--- config.mk ---
export PLATFORM = sky130hd
export DESIGN_NAME = greedy_word_wrap_line_breaker
export DESIGN_NICKNAME = d
export VERILOG_FILES = /design/src/hdl/gwwlb_pkg.sv /design/src/hdl/gwwlb_front.sv /design/src/hdl/gwwlb_queue.sv /design/src/hdl/gwwlb_back.sv /design/src/hdl/greedy_word_wrap_line_breaker.sv
export SDC_FILE = /design/constraint.sdc
export NUM_CORES = 1
export LEC_CHECK = 0
export BUFFER_PORTS_ARGS = -buffer_cell sky130_fd_sc_hd__buf_2
export CAP_MARGIN = 5
export CORE_MARGIN = 3
export CORE_UTILIZATION = 25
export DETAILED_ROUTE_END_ITERATION = 12
export GPL_TIMING_DRIVEN = 0
export PLACE_DENSITY_LB_ADDON = 0.12
export SYNTH_ARGS = -nofsm -noshare
export SYNTH_HDL_FRONTEND = slang
export SYNTH_HIERARCHICAL = 1
export SYNTH_SLANG_ARGS = --single-unit
--- constraint.sdc ---
create_clock -name aclk -period 13.1 [get_ports aclk]
set_input_delay 2.62 -clock aclk [delete_from_list [all_inputs] [get_ports aclk]]
set_output_delay 2.62 -clock aclk [all_outputs]
set_load 0.03 [all_outputs]
--- src/hdl/gwwlb_pkg.sv ---
// shared constants and types for the greedy word wrap line breaker
// no dependencies
package gwwlb_pkg;

    localparam int CHAR_W    = 8;
    localparam int WIDTH_W   = 8;
    localparam int MAX_TEXT  = 1024;
    localparam int POS_W     = $clog2(MAX_TEXT);
    localparam int MAX_LINES = 27;
    localparam int CNT_W     = 5;

    localparam logic [POS_W-1:0]   POS_TOP     = POS_W'(MAX_TEXT - 1);
    localparam logic [CNT_W-1:0]   LINE_CAP    = CNT_W'(MAX_LINES);
    localparam logic [WIDTH_W-1:0] WRAP_RESET  = 8'd38;

    localparam logic [CHAR_W-1:0]  CH_END      = 8'd0;
    localparam logic [CHAR_W-1:0]  CH_FORCE    = 8'd64;
    localparam logic [CHAR_W-1:0]  CH_SPACE    = 8'd32;

    localparam int QUEUE_DEPTH = 4;
    localparam int QUEUE_AW    = $clog2(QUEUE_DEPTH);

    // character class as decided by the front end
    typedef enum logic [1:0] {
        KIND_OTHER = 2'd0,
        KIND_SPACE = 2'd1,
        KIND_FORCE = 2'd2,
        KIND_END   = 2'd3
    } kind_t;

    // one classified item travelling between front, queue and back
    typedef struct packed {
        logic  valid;
        kind_t kind;
    } qitem_t;

endpackage

--- src/hdl/gwwlb_front.sv ---
// front end: input register and character classifier
// depends on gwwlb_pkg
module gwwlb_front (
    input  logic                         aclk,
    input  logic                         aresetn,
    input  logic                         s_valid,
    output logic                         s_ready,
    input  logic [gwwlb_pkg::CHAR_W-1:0] s_character,
    output gwwlb_pkg::qitem_t            push_item,
    input  logic                         q_full
);
    import gwwlb_pkg::*;

    logic  front_valid_reg;
    logic  front_valid_next;
    kind_t front_kind_reg;
    kind_t kind_in;

    // classify the incoming character
    always_comb begin
        unique case (s_character)
            CH_END:   kind_in = KIND_END;
            CH_FORCE: kind_in = KIND_FORCE;
            CH_SPACE: kind_in = KIND_SPACE;
            default:  kind_in = KIND_OTHER;
        endcase
    end

    // stage is free when empty or draining into the queue this cycle
    assign s_ready = !front_valid_reg || !q_full;

    always_comb begin
        front_valid_next = front_valid_reg;
        if (s_valid && s_ready) begin
            front_valid_next = 1'b1;
        end else if (front_valid_reg && !q_full) begin
            front_valid_next = 1'b0;
        end
    end

    always_ff @(posedge aclk) begin
        if (!aresetn) begin
            front_valid_reg <= 1'b0;
        end else begin
            front_valid_reg <= front_valid_next;
        end
    end

    // payload register
    always_ff @(posedge aclk) begin
        if (s_valid && s_ready) begin
            front_kind_reg <= kind_in;
        end
    end

    assign push_item.valid = front_valid_reg;
    assign push_item.kind  = front_kind_reg;

endmodule

--- src/hdl/gwwlb_queue.sv ---
// small queue of classified items between front and back
// depends on gwwlb_pkg
module gwwlb_queue (
    input  logic              aclk,
    input  logic              aresetn,
    input  gwwlb_pkg::qitem_t push_item,
    output logic              q_full,
    output gwwlb_pkg::qitem_t head_item,
    input  logic              pop
);
    import gwwlb_pkg::*;

    kind_t               q_mem [QUEUE_DEPTH];
    logic [QUEUE_AW:0]   wr_ptr_reg;
    logic [QUEUE_AW:0]   wr_ptr_next;
    logic [QUEUE_AW:0]   rd_ptr_reg;
    logic [QUEUE_AW:0]   rd_ptr_next;
    logic                q_empty;
    logic                push;

    // wrap bit differs and index matches when full
    assign q_empty = (wr_ptr_reg == rd_ptr_reg);
    assign q_full  = (wr_ptr_reg[QUEUE_AW] != rd_ptr_reg[QUEUE_AW]) &&
                     (wr_ptr_reg[QUEUE_AW-1:0] == rd_ptr_reg[QUEUE_AW-1:0]);
    assign push    = push_item.valid && !q_full;

    always_comb begin
        wr_ptr_next = wr_ptr_reg;
        rd_ptr_next = rd_ptr_reg;
        if (push) begin
            wr_ptr_next = wr_ptr_reg + 1'b1;
        end
        if (pop && !q_empty) begin
            rd_ptr_next = rd_ptr_reg + 1'b1;
        end
    end

    always_ff @(posedge aclk) begin
        if (!aresetn) begin
            wr_ptr_reg <= '0;
            rd_ptr_reg <= '0;
        end else begin
            wr_ptr_reg <= wr_ptr_next;
            rd_ptr_reg <= rd_ptr_next;
        end
    end

    // storage
    always_ff @(posedge aclk) begin
        if (push) begin
            q_mem[wr_ptr_reg[QUEUE_AW-1:0]] <= push_item.kind;
        end
    end

    assign head_item.valid = !q_empty;
    assign head_item.kind  = q_mem[rd_ptr_reg[QUEUE_AW-1:0]];

endmodule

--- src/hdl/gwwlb_back.sv ---
// back end: line tracking state and output record register
// depends on gwwlb_pkg
module gwwlb_back (
    input  logic                          aclk,
    input  logic                          aresetn,
    input  logic [gwwlb_pkg::WIDTH_W-1:0] wrap_width,
    input  gwwlb_pkg::qitem_t             head_item,
    output logic                          pop,
    output logic                          m_valid,
    input  logic                          m_ready,
    output logic [gwwlb_pkg::POS_W-1:0]   m_line_start,
    output logic [gwwlb_pkg::POS_W-1:0]   m_line_end,
    output logic                          m_final_line,
    output logic                          m_capped
);
    import gwwlb_pkg::*;

    logic [POS_W-1:0] position_reg,   position_next;
    logic [POS_W-1:0] start_pos_reg,  start_pos_next;
    logic [POS_W-1:0] space_pos_reg,  space_pos_next;
    logic             space_seen_reg, space_seen_next;
    logic [CNT_W-1:0] line_count_reg, line_count_next;
    logic             halted_reg,     halted_next;
    logic             m_valid_reg,    m_valid_next;

    logic [POS_W-1:0] line_start_reg, line_end_reg;
    logic             final_line_reg, capped_reg;

    logic [POS_W-1:0] line_len;
    logic [POS_W-1:0] break_pos;
    logic [CNT_W-1:0] count_inc;
    logic             is_end, is_force, is_space;
    logic             do_break, hard, cap, emit;

    // take the head item once the output slot is free
    assign pop = head_item.valid && (!m_valid_reg || m_ready);

    assign is_end   = (head_item.kind == KIND_END);
    assign is_force = (head_item.kind == KIND_FORCE);
    assign is_space = (head_item.kind == KIND_SPACE);

    // break decision
    assign line_len  = (position_reg >= start_pos_reg) ? position_reg - start_pos_reg : '0;
    assign do_break  = (line_len >= POS_W'(wrap_width)) || is_force || is_end;
    assign hard      = is_force || is_end || !space_seen_reg;
    assign break_pos = hard ? position_reg : space_pos_reg;
    assign count_inc = line_count_reg + 1'b1;
    assign cap       = (count_inc == LINE_CAP);
    assign emit      = pop && !halted_reg && do_break;

    // state update for one item
    always_comb begin
        position_next   = position_reg;
        start_pos_next  = start_pos_reg;
        space_pos_next  = space_pos_reg;
        space_seen_next = space_seen_reg;
        line_count_next = line_count_reg;
        halted_next     = halted_reg;
        if (pop) begin
            if (halted_reg) begin
                if (is_end) begin
                    position_next   = '0;
                    start_pos_next  = '0;
                    space_pos_next  = '0;
                    space_seen_next = 1'b0;
                    line_count_next = '0;
                    halted_next     = 1'b0;
                end
            end else if (do_break && cap) begin
                line_count_next = count_inc;
                if (is_end) begin
                    position_next   = '0;
                    start_pos_next  = '0;
                    space_pos_next  = '0;
                    space_seen_next = 1'b0;
                    line_count_next = '0;
                end else begin
                    halted_next = 1'b1;
                end
            end else begin
                if (do_break) begin
                    line_count_next = count_inc;
                    space_seen_next = 1'b0;
                    if (is_force || space_seen_reg) begin
                        start_pos_next = (break_pos == POS_TOP) ? POS_TOP : break_pos + 1'b1;
                    end else begin
                        start_pos_next = break_pos;
                    end
                end
                if (is_space) begin
                    space_pos_next  = position_reg;
                    space_seen_next = 1'b1;
                end
                if (is_end) begin
                    position_next   = '0;
                    start_pos_next  = '0;
                    space_pos_next  = '0;
                    space_seen_next = 1'b0;
                    line_count_next = '0;
                end else if (position_reg != POS_TOP) begin
                    position_next = position_reg + 1'b1;
                end
            end
        end
    end

    // output slot control
    always_comb begin
        m_valid_next = m_valid_reg;
        if (emit) begin
            m_valid_next = 1'b1;
        end else if (m_ready) begin
            m_valid_next = 1'b0;
        end
    end

    always_ff @(posedge aclk) begin
        if (!aresetn) begin
            position_reg   <= '0;
            start_pos_reg  <= '0;
            space_pos_reg  <= '0;
            space_seen_reg <= 1'b0;
            line_count_reg <= '0;
            halted_reg     <= 1'b0;
            m_valid_reg    <= 1'b0;
        end else begin
            position_reg   <= position_next;
            start_pos_reg  <= start_pos_next;
            space_pos_reg  <= space_pos_next;
            space_seen_reg <= space_seen_next;
            line_count_reg <= line_count_next;
            halted_reg     <= halted_next;
            m_valid_reg    <= m_valid_next;
        end
    end

    // record payload
    always_ff @(posedge aclk) begin
        if (emit) begin
            line_start_reg <= start_pos_reg;
            line_end_reg   <= break_pos;
            final_line_reg <= is_end || cap;
            capped_reg     <= cap;
        end
    end

    assign m_valid      = m_valid_reg;
    assign m_line_start = line_start_reg;
    assign m_line_end   = line_end_reg;
    assign m_final_line = final_line_reg;
    assign m_capped     = capped_reg;

endmodule

--- src/hdl/greedy_word_wrap_line_breaker.sv ---
// Greedy word wrap line breaker: takes one message character per item and
// returns a line record (start, one-past-end, final and cap flags) whenever a
// line breaks on width, on '@', or on the NUL terminator. It sustains one item
// per clock while no record waits on m_ready; the back end updates its line
// state once per cycle and that state loop sets the rate. A record's path runs
// through the input register, then the queue, then the output register; a
// four-entry queue lets input flow while a record waits on m_ready. Users must
// write wrap_width via cfg_wr_en/cfg_wr_data only while idle (not enforced).
// top level: wires front, queue and back, holds the width register
// depends on gwwlb_pkg, gwwlb_front, gwwlb_queue, gwwlb_back
module greedy_word_wrap_line_breaker (
    input  logic                          aclk,
    input  logic                          aresetn,
    input  logic                          cfg_wr_en,
    input  logic [gwwlb_pkg::WIDTH_W-1:0] cfg_wr_data,
    input  logic                          s_valid,
    output logic                          s_ready,
    input  logic [gwwlb_pkg::CHAR_W-1:0]  s_character,
    output logic                          m_valid,
    input  logic                          m_ready,
    output logic [gwwlb_pkg::POS_W-1:0]   m_line_start,
    output logic [gwwlb_pkg::POS_W-1:0]   m_line_end,
    output logic                          m_final_line,
    output logic                          m_capped
);
    import gwwlb_pkg::*;

    logic [WIDTH_W-1:0] wrap_width_reg;
    qitem_t             push_item;
    qitem_t             head_item;
    logic               q_full;
    logic               pop;

    // width register
    always_ff @(posedge aclk) begin
        if (!aresetn) begin
            wrap_width_reg <= WRAP_RESET;
        end else if (cfg_wr_en) begin
            wrap_width_reg <= cfg_wr_data;
        end
    end

    gwwlb_front u_front (
        .aclk        (aclk),
        .aresetn     (aresetn),
        .s_valid     (s_valid),
        .s_ready     (s_ready),
        .s_character (s_character),
        .push_item   (push_item),
        .q_full      (q_full)
    );

    gwwlb_queue u_queue (
        .aclk      (aclk),
        .aresetn   (aresetn),
        .push_item (push_item),
        .q_full    (q_full),
        .head_item (head_item),
        .pop       (pop)
    );

    gwwlb_back u_back (
        .aclk         (aclk),
        .aresetn      (aresetn),
        .wrap_width   (wrap_width_reg),
        .head_item    (head_item),
        .pop          (pop),
        .m_valid      (m_valid),
        .m_ready      (m_ready),
        .m_line_start (m_line_start),
        .m_line_end   (m_line_end),
        .m_final_line (m_final_line),
        .m_capped     (m_capped)
    );

endmodule

==> impl_metrics.json, run 1 <==
{
  "status": "finished, final reports clean",
  "cp_data_arrival_time_ns": 5.47,
  "p_int_mw": 0.610,
  "crit_start": "u_back/position_reg[0]",
  "synth_fa_ha_area_share_pct": 6.98,
  "drt-pass1-iter-count": 5,
  "synth_compound_area_share_pct": 17.5,
  "final-setup-viol-count": 0,
  "maxCapViolCount": 0,
  "vias_per_cell": 4.96,
  "drive_above_1_share_pct": 13.5,
  "power_density_mw_per_mm2": 165,
  "ys_seq_elements": 87,
  "crit_fanout": 22,
  "p_leak_nw": 2.38,
  "cp_num_buf_inv": 5,
  "skew_ns": 0.00752,
  "syn_to_final_growth_pct": 16.9,
  "antennaDiodeCount": 0,
  "dp_cells": 857,
  "grt_max_degree": 23,
  "worst_setup_path_end_kind": "flip-flop",
  "syn_avg_cell_area_sq_um": 9.34,
  "hp-class": "flip-flop to flip-flop",
  "finalSetupTns_ns": 0,
  "path_depth": 19,
  "worstPathCellList": "inv_1 -> ha_1 -> inv_1 -> fa_1 -> a211oi_1 -> o21a_1 -> a21boi_0 -> o22ai_1 -> buf_2 -> nor2_1 -> ha_1 -> nand2_1 -> o21ai_0 -> a21oi_1 -> and3_4 -> a32oi_4 -> buf_2 -> nand2_1 -> inv_1",
  "layout.cell_area.non_filler_sq_mm": 0.00600,
  "synth_nets": 598,
  "ir_drop_uv": 63.2,
  "cts_hold_buf": 0,
  "combPwrFrac_pct": 36.9,
  "antenna_left": 0,
  "grt_pass1_vias": 4329,
  "wl_um": 14700,
  "fp.coreArea_sq_mm": 0.0198,
  "wl_per_cell_um": 16.8,
  "htreeDepth": 3,
  "crit_slowest_cell": "inv_1",
  "gr-total-overflow": 0,
  "rrSetupSlack_ns": 7.60,
  "synth_warnings": 6,
  "cp.required_ns": 13.07,
  "yosysSeqAreaShare_pct": 40.2,
  "tightest_slew_ns": 0.991,
  "drc": 0,
  "crit_end": "u_back/m_line_start[3]",
  "synth_top_family_by_area": "simple AND/OR/NAND/NOR gates",
  "hold_slack_ns": 0.474,
  "cts_resized": 0,
  "r2r_cells": 19,
  "portBuffers": 43,
  "critPathMaxStageDelay_ns": 0.75,
  "grt_pass1_wl_um": 23500,
  "critical_path_class": "flip-flop to flip-flop",
  "antenna_found_initial": 0,
  "synth_xor_area_share_pct": 2.90,
  "power_frac_seq_pct": 34.7,
  "finalCritPeriodShare_pct": 42.0,
  "place_area_sq_mm": 0.00567,
  "yosysUniqueCellTypes": 69,
  "track_usage_pct": 13.4,
  "clock-sinks": 87,
  "num_rows": 51,
  "clockRootBuffer": "clkbuf_16",
  "muxShareOfSynthArea_pct": 7.64,
  "die_h_um": 149,
  "r2r-end": "u_back/m_line_start[3]",
  "hold_viol": 0,
  "place_congestion": 0.827,
  "max_clock_freq_mhz": 182,
  "netSwitchingPower_mw": 0.379,
  "cp_top_family": "compound AO/OA/AOI/OAI gates",
  "stdcell_count": 873,
  "ios": 45,
  "drtIter0Drc": 228,
  "dieArea_sq_mm": 0.0223,
  "synth_area_sq_mm": 0.00513,
  "syn-instance-count": 549,
  "rr_startpoint": "u_back/position_reg[0]",
  "swShare_pct": 38.3,
  "fin_nets": 652,
  "initial_core_util_pct": 25.9,
  "rsz0062_at_grt": "no",
  "cts_made_buffers": 9,
  "ys.flop_type": "dfxtp_1",
  "vias": 4334,
  "tritoncts": "yes",
  "slew_viol_final": 0,
  "worstSkewPairLatency_ns": 0.35,
  "yosys.area_share.simple_pct": 18.9,
  "dp_hpwl_um": 11300,
  "die_x_um": 149,
  "clk_pin_slew_ns": 0.07,
  "cts_buffer_depth": 2,
  "async_reset_ff_share_pct": 0,
  "pwr-share-clk_pct": 28.4,
  "maxSlewHeadroom_pct": 33.9,
  "fin_crit_ns": 5.50,
  "startpoint_type": "flip-flop",
  "cp_common_cell": "inv_1",
  "cts_setup_buffers": 0,
  "synth-edff-count": 32
}
logic make-up after synthesis:
family,count (synthesis)
xor+xnor,17
simple gates,187
compound gates,124
buf+inv,70
fa+ha+maj,28
flops,87
mux,36
power groups by stage:
stage	logic, mW	clock network (mW)	registers (mW)
6_report	0.365	0.281	0.343
2_1_floorplan	0.204	0	0.401
3_5_place_dp	0.365	0	0.350
4_1_cts	0.366	0.290	0.344
3_3_place_gp	0.361	0	0.348
5_1_grt	0.396	0.300	0.347
worst register-to-register path: stages (launching register included):
cell and delay [ns]:
dfxtp_1 0.41, inv_1 0.20, ha_1 0.21, inv_1 0.06, fa_1 0.42, a211oi_1 0.24, o21a_1 0.23, a21boi_0 0.12
o22ai_1 0.30, buf_2 0.28, nor2_1 0.08, ha_1 0.29, nand2_1 0.05, o21ai_0 0.20, a21oi_1 0.21, and3_4 0.23
a32oi_4 0.40, buf_2 0.31, nand2_1 0.11, inv_1 0.75
layer usage:
metal | up-vias | GRT usage [%] | part of all wire, %
met5 | - | 0 | 0
met4 | 0 | 5.22 | 2.3
met3 | 24 | 1.98 | 3.3
met2 | 99 | 20.6 | 45
met1 | 2065 | 19.1 | 50
li1 | 2146 | - | -
cells in the final DEF (no fill, tap or decap), types with 8 or more instances in the layout:
cell and n:
ha_1 27, nand2_1 63, dfxtp_1 55, edfxtp_1 32
buf_2 49, nand2b_1 9, a21oi_1 31, nor2b_1 11
xnor2_1 10, mux2i_1 29, o21ai_0 15, and3_1 8
nor3_1 10, nand3_1 24, nor2_1 18, nand4_1 16
inv_1 44, clkbuf_1 12, o2111ai_1 11, clkbuf_16 9
cells in the mapped netlist (4+ instances only):
master     count  area (sq um)
o2111ai_1     11          96.3
nor2_1        18          67.6
a32o_1         5          50.1
nand4_1       16           100
mux2i_1       29           290
ha_1          27           338
inv_1         44           165
buf_2          6          30.0
and3_1         8          50.1
nand3_1       24           120
o21ai_0       15          75.1
a31oi_1        5          31.3
nand2b_1       9          56.3
nor3_1        10          50.1
a211oi_1       4          30.0
mux2_2         5          56.3
nor2b_1       11          68.8
xnor2_1       10          87.6
a21oi_1       31           155
o22ai_1        5          31.3
a21o_1         7          52.6
edfxtp_1      32           961
xor2_1         7          61.3
dfxtp_1       55          1100
clkbuf_1      11          41.3
o211ai_1       6          45.0
nand2_1       63           236
and2_1         7          43.8
a41oi_1        4          35.0
worst min path at each step:
stage	from	endpoint	slack, ns	cells after the start
floorplan	u_back/start_pos_reg[8]	u_back/m_line_start[8]	0.43	0
global placement	u_back/start_pos_reg[5]	u_back/m_line_start[5]	0.46	0
detailed placement	u_back/start_pos_reg[9]	u_back/m_line_start[9]	0.46	0
CTS	u_back/space_pos_reg[8]	u_back/space_pos_reg[8]	0.47	2
global route	u_back/start_pos_reg[9]	u_back/m_line_start[9]	0.50	0
finish	u_back/start_pos_reg[5]	u_back/m_line_start[5]	0.47	0
per-stage QoR:
step                      utilization [%]  worst slack, ns  total power [mW]
after floorplan                         -             8.68             0.605
after global placement               28.7             7.70             0.710
after detailed placement             28.7             7.62             0.714
after CTS                            30.3             7.58              1.00
after global routing                 30.3             7.31              1.04
final                                30.3             7.60             0.989
area by class of cell:
class | count | area, sq um
Sequential cell | 87 | 2060
Timing Repair Buffer | 43 | 215
Clock inverter | 6 | 92.6
Fill cell | 2106 | 13800
Multi-Input combinational cell | 392 | 2760
Inverter | 45 | 169
Tap cell | 265 | 332
Buffer | 25 | 133
Clock buffer | 10 | 229
(Power assumes the default switching activity.)
==> run 2, diff against run 1 <==
==> constraint.sdc (replaced) <==
create_clock -name aclk -period 5.1 [get_ports aclk]
set_input_delay 1.02 -clock aclk [delete_from_list [all_inputs] [get_ports aclk]]
set_output_delay 1.02 -clock aclk [all_outputs]
set_load 0.03 [all_outputs]
==> run 2 against run 1 <==
  * Clock skew about the same
  * Non-clock buffer count up 4
  * Worst setup slack worse by 7.5 ns
  * Largest cell class unchanged
  * Critical endpoint is now u_back/m_line_end[2]
  * Wire length up 2.1%
  * Maximum frequency up 10%
  * Via count up 1.7%
  * Critical path depth up 1
  * Sequential share of layout area down 0.39 points
==> impl_metrics.json, run 2 (synthesis results as in run 1) <==
{
  "worstSkewPairLatency_ns": 0.35,
  "dp_slack_ns": -0.378,
  "drt-pass1-iter-count": 5,
  "cts_buffer_depth": 2,
  "wl_um": 15000,
  "fillers": 2101,
  "maxSlewHeadroom_pct": 38.6,
  "clockRootBuffer": "clkbuf_16",
  "num_rows": 51,
  "die_x_um": 149,
  "critical_path_class": "flip-flop to flip-flop",
  "finalSetupTns_ns": 0,
  "postLayoutCoreUtil_pct": 30.7,
  "track_usage_pct": 13.6,
  "worst_setup_path_end_kind": "flip-flop",
  "grt_pass1_vias": 4335,
  "cts_made_buffers": 9,
  "rsz0062_at_grt": "no",
  "stdcell_count": 878,
  "cp_data_arrival_time_ns": 5.05,
  "dieArea_sq_mm": 0.0223,
  "slew_viol_final": 0,
  "grt_pass1_wl_um": 23700,
  "fin_nets": 657,
  "max_clock_freq_mhz": 201,
  "tightest_slew_ns": 0.917,
  "ios": 45,
  "antennaDiodeCount": 0,
  "dp_cells": 857,
  "fin_crit_ns": 4.98,
  "p_leak_nw": 2.40,
  "die_h_um": 149,
  "cp.required_ns": 5.17,
  "startpoint_type": "flip-flop",
  "initial_core_util_pct": 25.9,
  "layout.cell_area.non_filler_sq_mm": 0.00606,
  "antenna_found_initial": 0,
  "fp.coreArea_sq_mm": 0.0198,
  "drc": 0,
  "ir_drop_uv": 164,
  "status": "finished, final reports clean",
  "vias": 4408,
  "final_cell_mix": "nand2_1, dfxtp_1, buf_2",
  "layout_commonest_cell": "nand2_1",
  "rrSetupSlack_ns": 0.12,
  "power_density_mw_per_mm2": 429,
  "grt_max_degree": 16,
  "maxCapViolCount": 0,
  "antenna_left": 0,
  "hold_viol": 0,
  "htreeDepth": 3,
  "crit_fanout": 11,
  "finalCritPeriodShare_pct": 97.7,
  "clock-sinks": 87,
  "drive_above_1_share_pct": 14.8,
  "place_congestion": 0.827,
  "gr-total-overflow": 0,
  "skew_ns": 0.00773,
  "syn_to_final_growth_pct": 18.3,
  "final-setup-viol-count": 0,
  "dp_hpwl_um": 11300,
  "portBuffers": 43,
  "fin_ws_ns": 0.117,
  "tritoncts": "yes",
  "drtIter0Drc": 235,
  "wl_per_cell_um": 17.1,
  "vias_per_cell": 5.02,
  "hp-class": "flip-flop to flip-flop",
  "place_area_sq_mm": 0.00567,
  "clk_pin_slew_ns": 0.07
}
-- run 2: cell types whose count changed in the layout (fill, tap and decap cells not counted), sizes merged --
cell	before	now
inv	46	45
clkinvlp	1	3
clkbuf	22	23
buf	56	59
-- run 2: path summary, 6_finish.rpt --
check                                from                     end  depth (start not counted)
hold / removal    u_back/start_pos_reg[9]  u_back/m_line_start[9]                          0
setup / recovery   u_back/position_reg[0]    u_back/m_line_end[2]                         20
setup reg to reg   u_back/position_reg[0]    u_back/m_line_end[2]                         20
hold reg to reg   u_back/start_pos_reg[9]  u_back/m_line_start[9]                          0
-- run 2: cell type report --
class / instances / area, sq um / area share, %
plain buffers: 25 / 135 / 2.23
clock buffers: 10 / 229 / 3.78
clock inverters: 6 / 92.6 / 1.53
inverters: 45 / 173 / 2.85
multi-input cells: 392 / 2780 / 45.8
flip-flops and latches: 87 / 2060 / 34.0
well taps: 265 / 332 / 5.47
repair buffers: 47 / 258 / 4.25
repair inverters: 1 / 7.51 / 0.124
-- run 2: worst max-delay path: stages, from the launching register on --
cell	delay (ns)
dfxtp_1	0.53
inv_1	0.20
ha_1	0.27
inv_1	0.07
fa_1	0.23
a211oi_1	0.09
o21a_1	0.24
a21boi_0	0.31
o22ai_2	0.19
buf_2	0.22
or2_2	0.28
ha_1	0.27
nor2b_1	0.03
o21ai_0	0.27
a21oi_2	0.12
and3_4	0.18
a32oi_4	0.40
clkbuf_4	0.31
nand2_2	0.16
clkinvlp_4	0.16
buf_12	0.14
-- run 2: report_power, final --
group | internal, mW | switching, mW | total, mW
Combinational | 0.336 | 0.664 | 1.00
Sequential | 0.832 | 0.0471 | 0.879
Clock | 0.434 | 0.287 | 0.721
-- run 2: per-layer routing --
metal	vias to the layer above	GRT usage (%)	share of wire [%]
met5	-	0	0
met1	2116	19.4	49
met2	111	20.8	45
met4	0	5.22	2.3
li1	2156	-	-
met3	25	1.98	3.6
-- run 2: through the flow --
stage	total power, mW	hold slack [ns]
after floorplan	1.55	0.430
after global placement	1.82	0.457
after detailed placement	1.83	0.461
after CTS	2.62	0.475
after global routing	2.74	0.501
final	2.60	0.474
-- run 2: timing repair --
action	4_1_cts	5_1_grt
setup endpoints to repair	23	38
hold buffers	0	0
pin swaps	0	1
gates cloned	1	0
setup buffers	3	1
hold endpoints to repair	0	0
gates resized for setup	4	2
==> run 3, diff against run 2 <==
--- a/config.mk
+++ b/config.mk
@@ -12,6 +12,7 @@
 export DETAILED_ROUTE_END_ITERATION = 12
 export GPL_TIMING_DRIVEN = 0
 export PLACE_DENSITY_LB_ADDON = 0.12
+export RECOVER_POWER = 100
 export SYNTH_ARGS = -nofsm -noshare
 export SYNTH_HDL_FRONTEND = slang
 export SYNTH_HIERARCHICAL = 1
==> run 3 against run 2 <==
  * Combinational power barely moved
  * Sequential power barely moved
  * Critical path depth did not move
  * Design area fell by 0.85%
  * Global-route usage did not move
  * Largest power group unchanged
  * Final cell count did not move
==> impl_metrics.json, run 3 (synthesis results as in run 1) <==
{
  "htreeDepth": 3,
  "wl_per_cell_um": 17.1,
  "drt-pass1-iter-count": 5,
  "ir_drop_uv": 164,
  "drc": 0,
  "r2r_cells": 20,
  "met1_length_um": 7430,
  "hp-class": "flip-flop to flip-flop",
  "num_rows": 51,
  "grt_max_degree": 16,
  "r2r-end": "u_back/m_line_start[3]",
  "swShare_pct": 38.8,
  "final-setup-viol-count": 0,
  "grt_pass1_wl_um": 23700,
  "layout_commonest_cell": "nand2_1",
  "fin_crit_ns": 4.97,
  "met2_length_um": 6760,
  "wl_um": 15000,
  "fin_nets": 657,
  "drtIter0Drc": 264,
  "skew_ns": 0.00784,
  "dp_slack_ns": -0.378,
  "gr-total-overflow": 0,
  "tritoncts": "yes",
  "pwr-share-clk_pct": 27.9,
  "crit_end": "u_back/m_line_start[3]",
  "grt_pass1_vias": 4335,
  "antenna_found_initial": 0,
  "cts_hold_buf": 0,
  "ios": 45,
  "track_usage_pct": 13.6,
  "fp.coreArea_sq_mm": 0.0198,
  "clock-sinks": 87,
  "power_density_mw_per_mm2": 429,
  "p_int_mw": 1.58,
  "startpoint_type": "flip-flop",
  "die_h_um": 149,
  "combPwrFrac_pct": 37.9,
  "clockRootBuffer": "clkbuf_16",
  "antennaDiodeCount": 0,
  "maxSlewHeadroom_pct": 38.8,
  "critical_path_class": "flip-flop to flip-flop",
  "cp_data_arrival_time_ns": 5.03,
  "top_layer": "met4",
  "dr_wl_met3_um": 517,
  "place_congestion": 0.827,
  "vias_per_cell": 4.99,
  "finalCritPeriodShare_pct": 97.4,
  "p_leak_nw": 2.32,
  "cts_made_buffers": 9,
  "worst_setup_path_end_kind": "flip-flop",
  "cp.required_ns": 5.16,
  "syn_to_final_growth_pct": 17.3,
  "finalSetupTns_ns": 0,
  "maxCapViolCount": 0,
  "rr_startpoint": "u_back/position_reg[0]",
  "power_mw": 2.58,
  "initial_core_util_pct": 25.9,
  "drive_above_1_share_pct": 9.62,
  "power_frac_seq_pct": 34.1,
  "dp_hpwl_um": 11300,
  "dieArea_sq_mm": 0.0223,
  "tightest_slew_ns": 0.914,
  "rsz0062_at_grt": "no",
  "worstSkewPairLatency_ns": 0.35,
  "crit_fanout": 11,
  "status": "finished, final reports clean",
  "cts_buffer_depth": 2,
  "crit_start": "u_back/position_reg[0]",
  "rrSetupSlack_ns": 0.13,
  "hold_viol": 0,
  "fin_ws_ns": 0.134,
  "vias": 4381,
  "portBuffers": 43,
  "die_x_um": 149,
  "antenna_left": 0,
  "slew_viol_final": 0,
  "clk_pin_slew_ns": 0.07,
  "max_clock_freq_mhz": 201,
  "final_cell_mix": "nand2_1, dfxtp_1, inv_1",
  "netSwitchingPower_mw": 1.00
}
-- run 3: cell count changes in the layout (fill, tap and decap cells not counted) --
cell and change:
clkbuf_1 +29, buf_2 -26, and2_0 +4, and2_1 -4, mux2_1 +3, mux2_2 -3
buf_6 -2, buf_1 -1, or4_1 +1, or4_4 -1
-- run 3: through the flow --
| step | hold WS (ns) | utilization, % | instances | cell area, sq um |
|---|---|---|---|---|
| 3_3_place_gp | 0.457 | 28.7 | 857 | 5670 |
| 6_report | 0.476 | 30.4 | 878 | 6010 |
| 3_5_place_dp | 0.461 | 28.7 | 857 | 5670 |
| 5_1_grt | 0.501 | 30.4 | 878 | 6010 |
| 4_1_cts | 0.475 | 30.6 | 877 | 6050 |
| 2_1_floorplan | 0.430 | - | 549 | 5130 |
-- run 3: power by group through the flow --
stage	Clock [mW]	Sequential (mW)	Combinational [mW]
CTS	0.746	0.881	0.988
finish	0.722	0.881	0.980
global placement	0	0.895	0.928
detailed placement	0	0.898	0.937
global route	0.771	0.892	1.06
floorplan	0	1.03	0.523
-- run 3: layout make-up --
class	count	area, sq um
Fill cell	2120	13800
Buffer	25	119
Clock inverter	6	92.6
Tap cell	265	332
Timing Repair inverter	1	7.51
Timing Repair Buffer	47	226
Multi-Input combinational cell	392	2770
Inverter	45	173
Sequential cell	87	2060
Clock buffer	10	229
-- run 3: worst max-delay path, stage by stage, from the launching register on --
cell and delay [ns]:
dfxtp_1 0.53, inv_1 0.19, ha_1 0.26, inv_1 0.07, fa_1 0.23, a211oi_1 0.09
o21a_1 0.23, a21boi_0 0.31, o22ai_2 0.19, buf_2 0.22, or2_2 0.28, ha_1 0.27
nor2b_1 0.03, o21ai_0 0.27, a21oi_2 0.12, and3_4 0.18, a32oi_4 0.40, clkbuf_4 0.31
nand2_2 0.16, clkinvlp_4 0.16, buf_12 0.14
-- run 3: how the worst min path moves through the flow --
stage	start	cells past startpoint	endpoint
floorplan	u_back/start_pos_reg[8]	0	u_back/m_line_start[8]
global placement	u_back/start_pos_reg[5]	0	u_back/m_line_start[5]
detailed placement	u_back/start_pos_reg[9]	0	u_back/m_line_start[9]
CTS	u_back/space_pos_reg[8]	2	u_back/space_pos_reg[8]
global route	u_back/start_pos_reg[9]	0	u_back/m_line_start[9]
finish	u_back/start_pos_reg[9]	0	u_back/m_line_start[9]
-- run 3: timing repair --
item | 4_1_cts | 5_1_grt
buffers inserted | 3 | 1
endpoints found under the setup margin | 23 | 38
gates cloned | 1 | 0
hold endpoints to repair | 0 | 0
resized for setup | 4 | 2
pin swaps | 0 | 1
-- run 3: routing by layer --
metal / global-route usage, % / vias up
li1: - / 2154
met1: 19.4 / 2111
met2: 20.8 / 93
met3: 1.98 / 23
met4: 5.22 / 0
met5: 0 / -
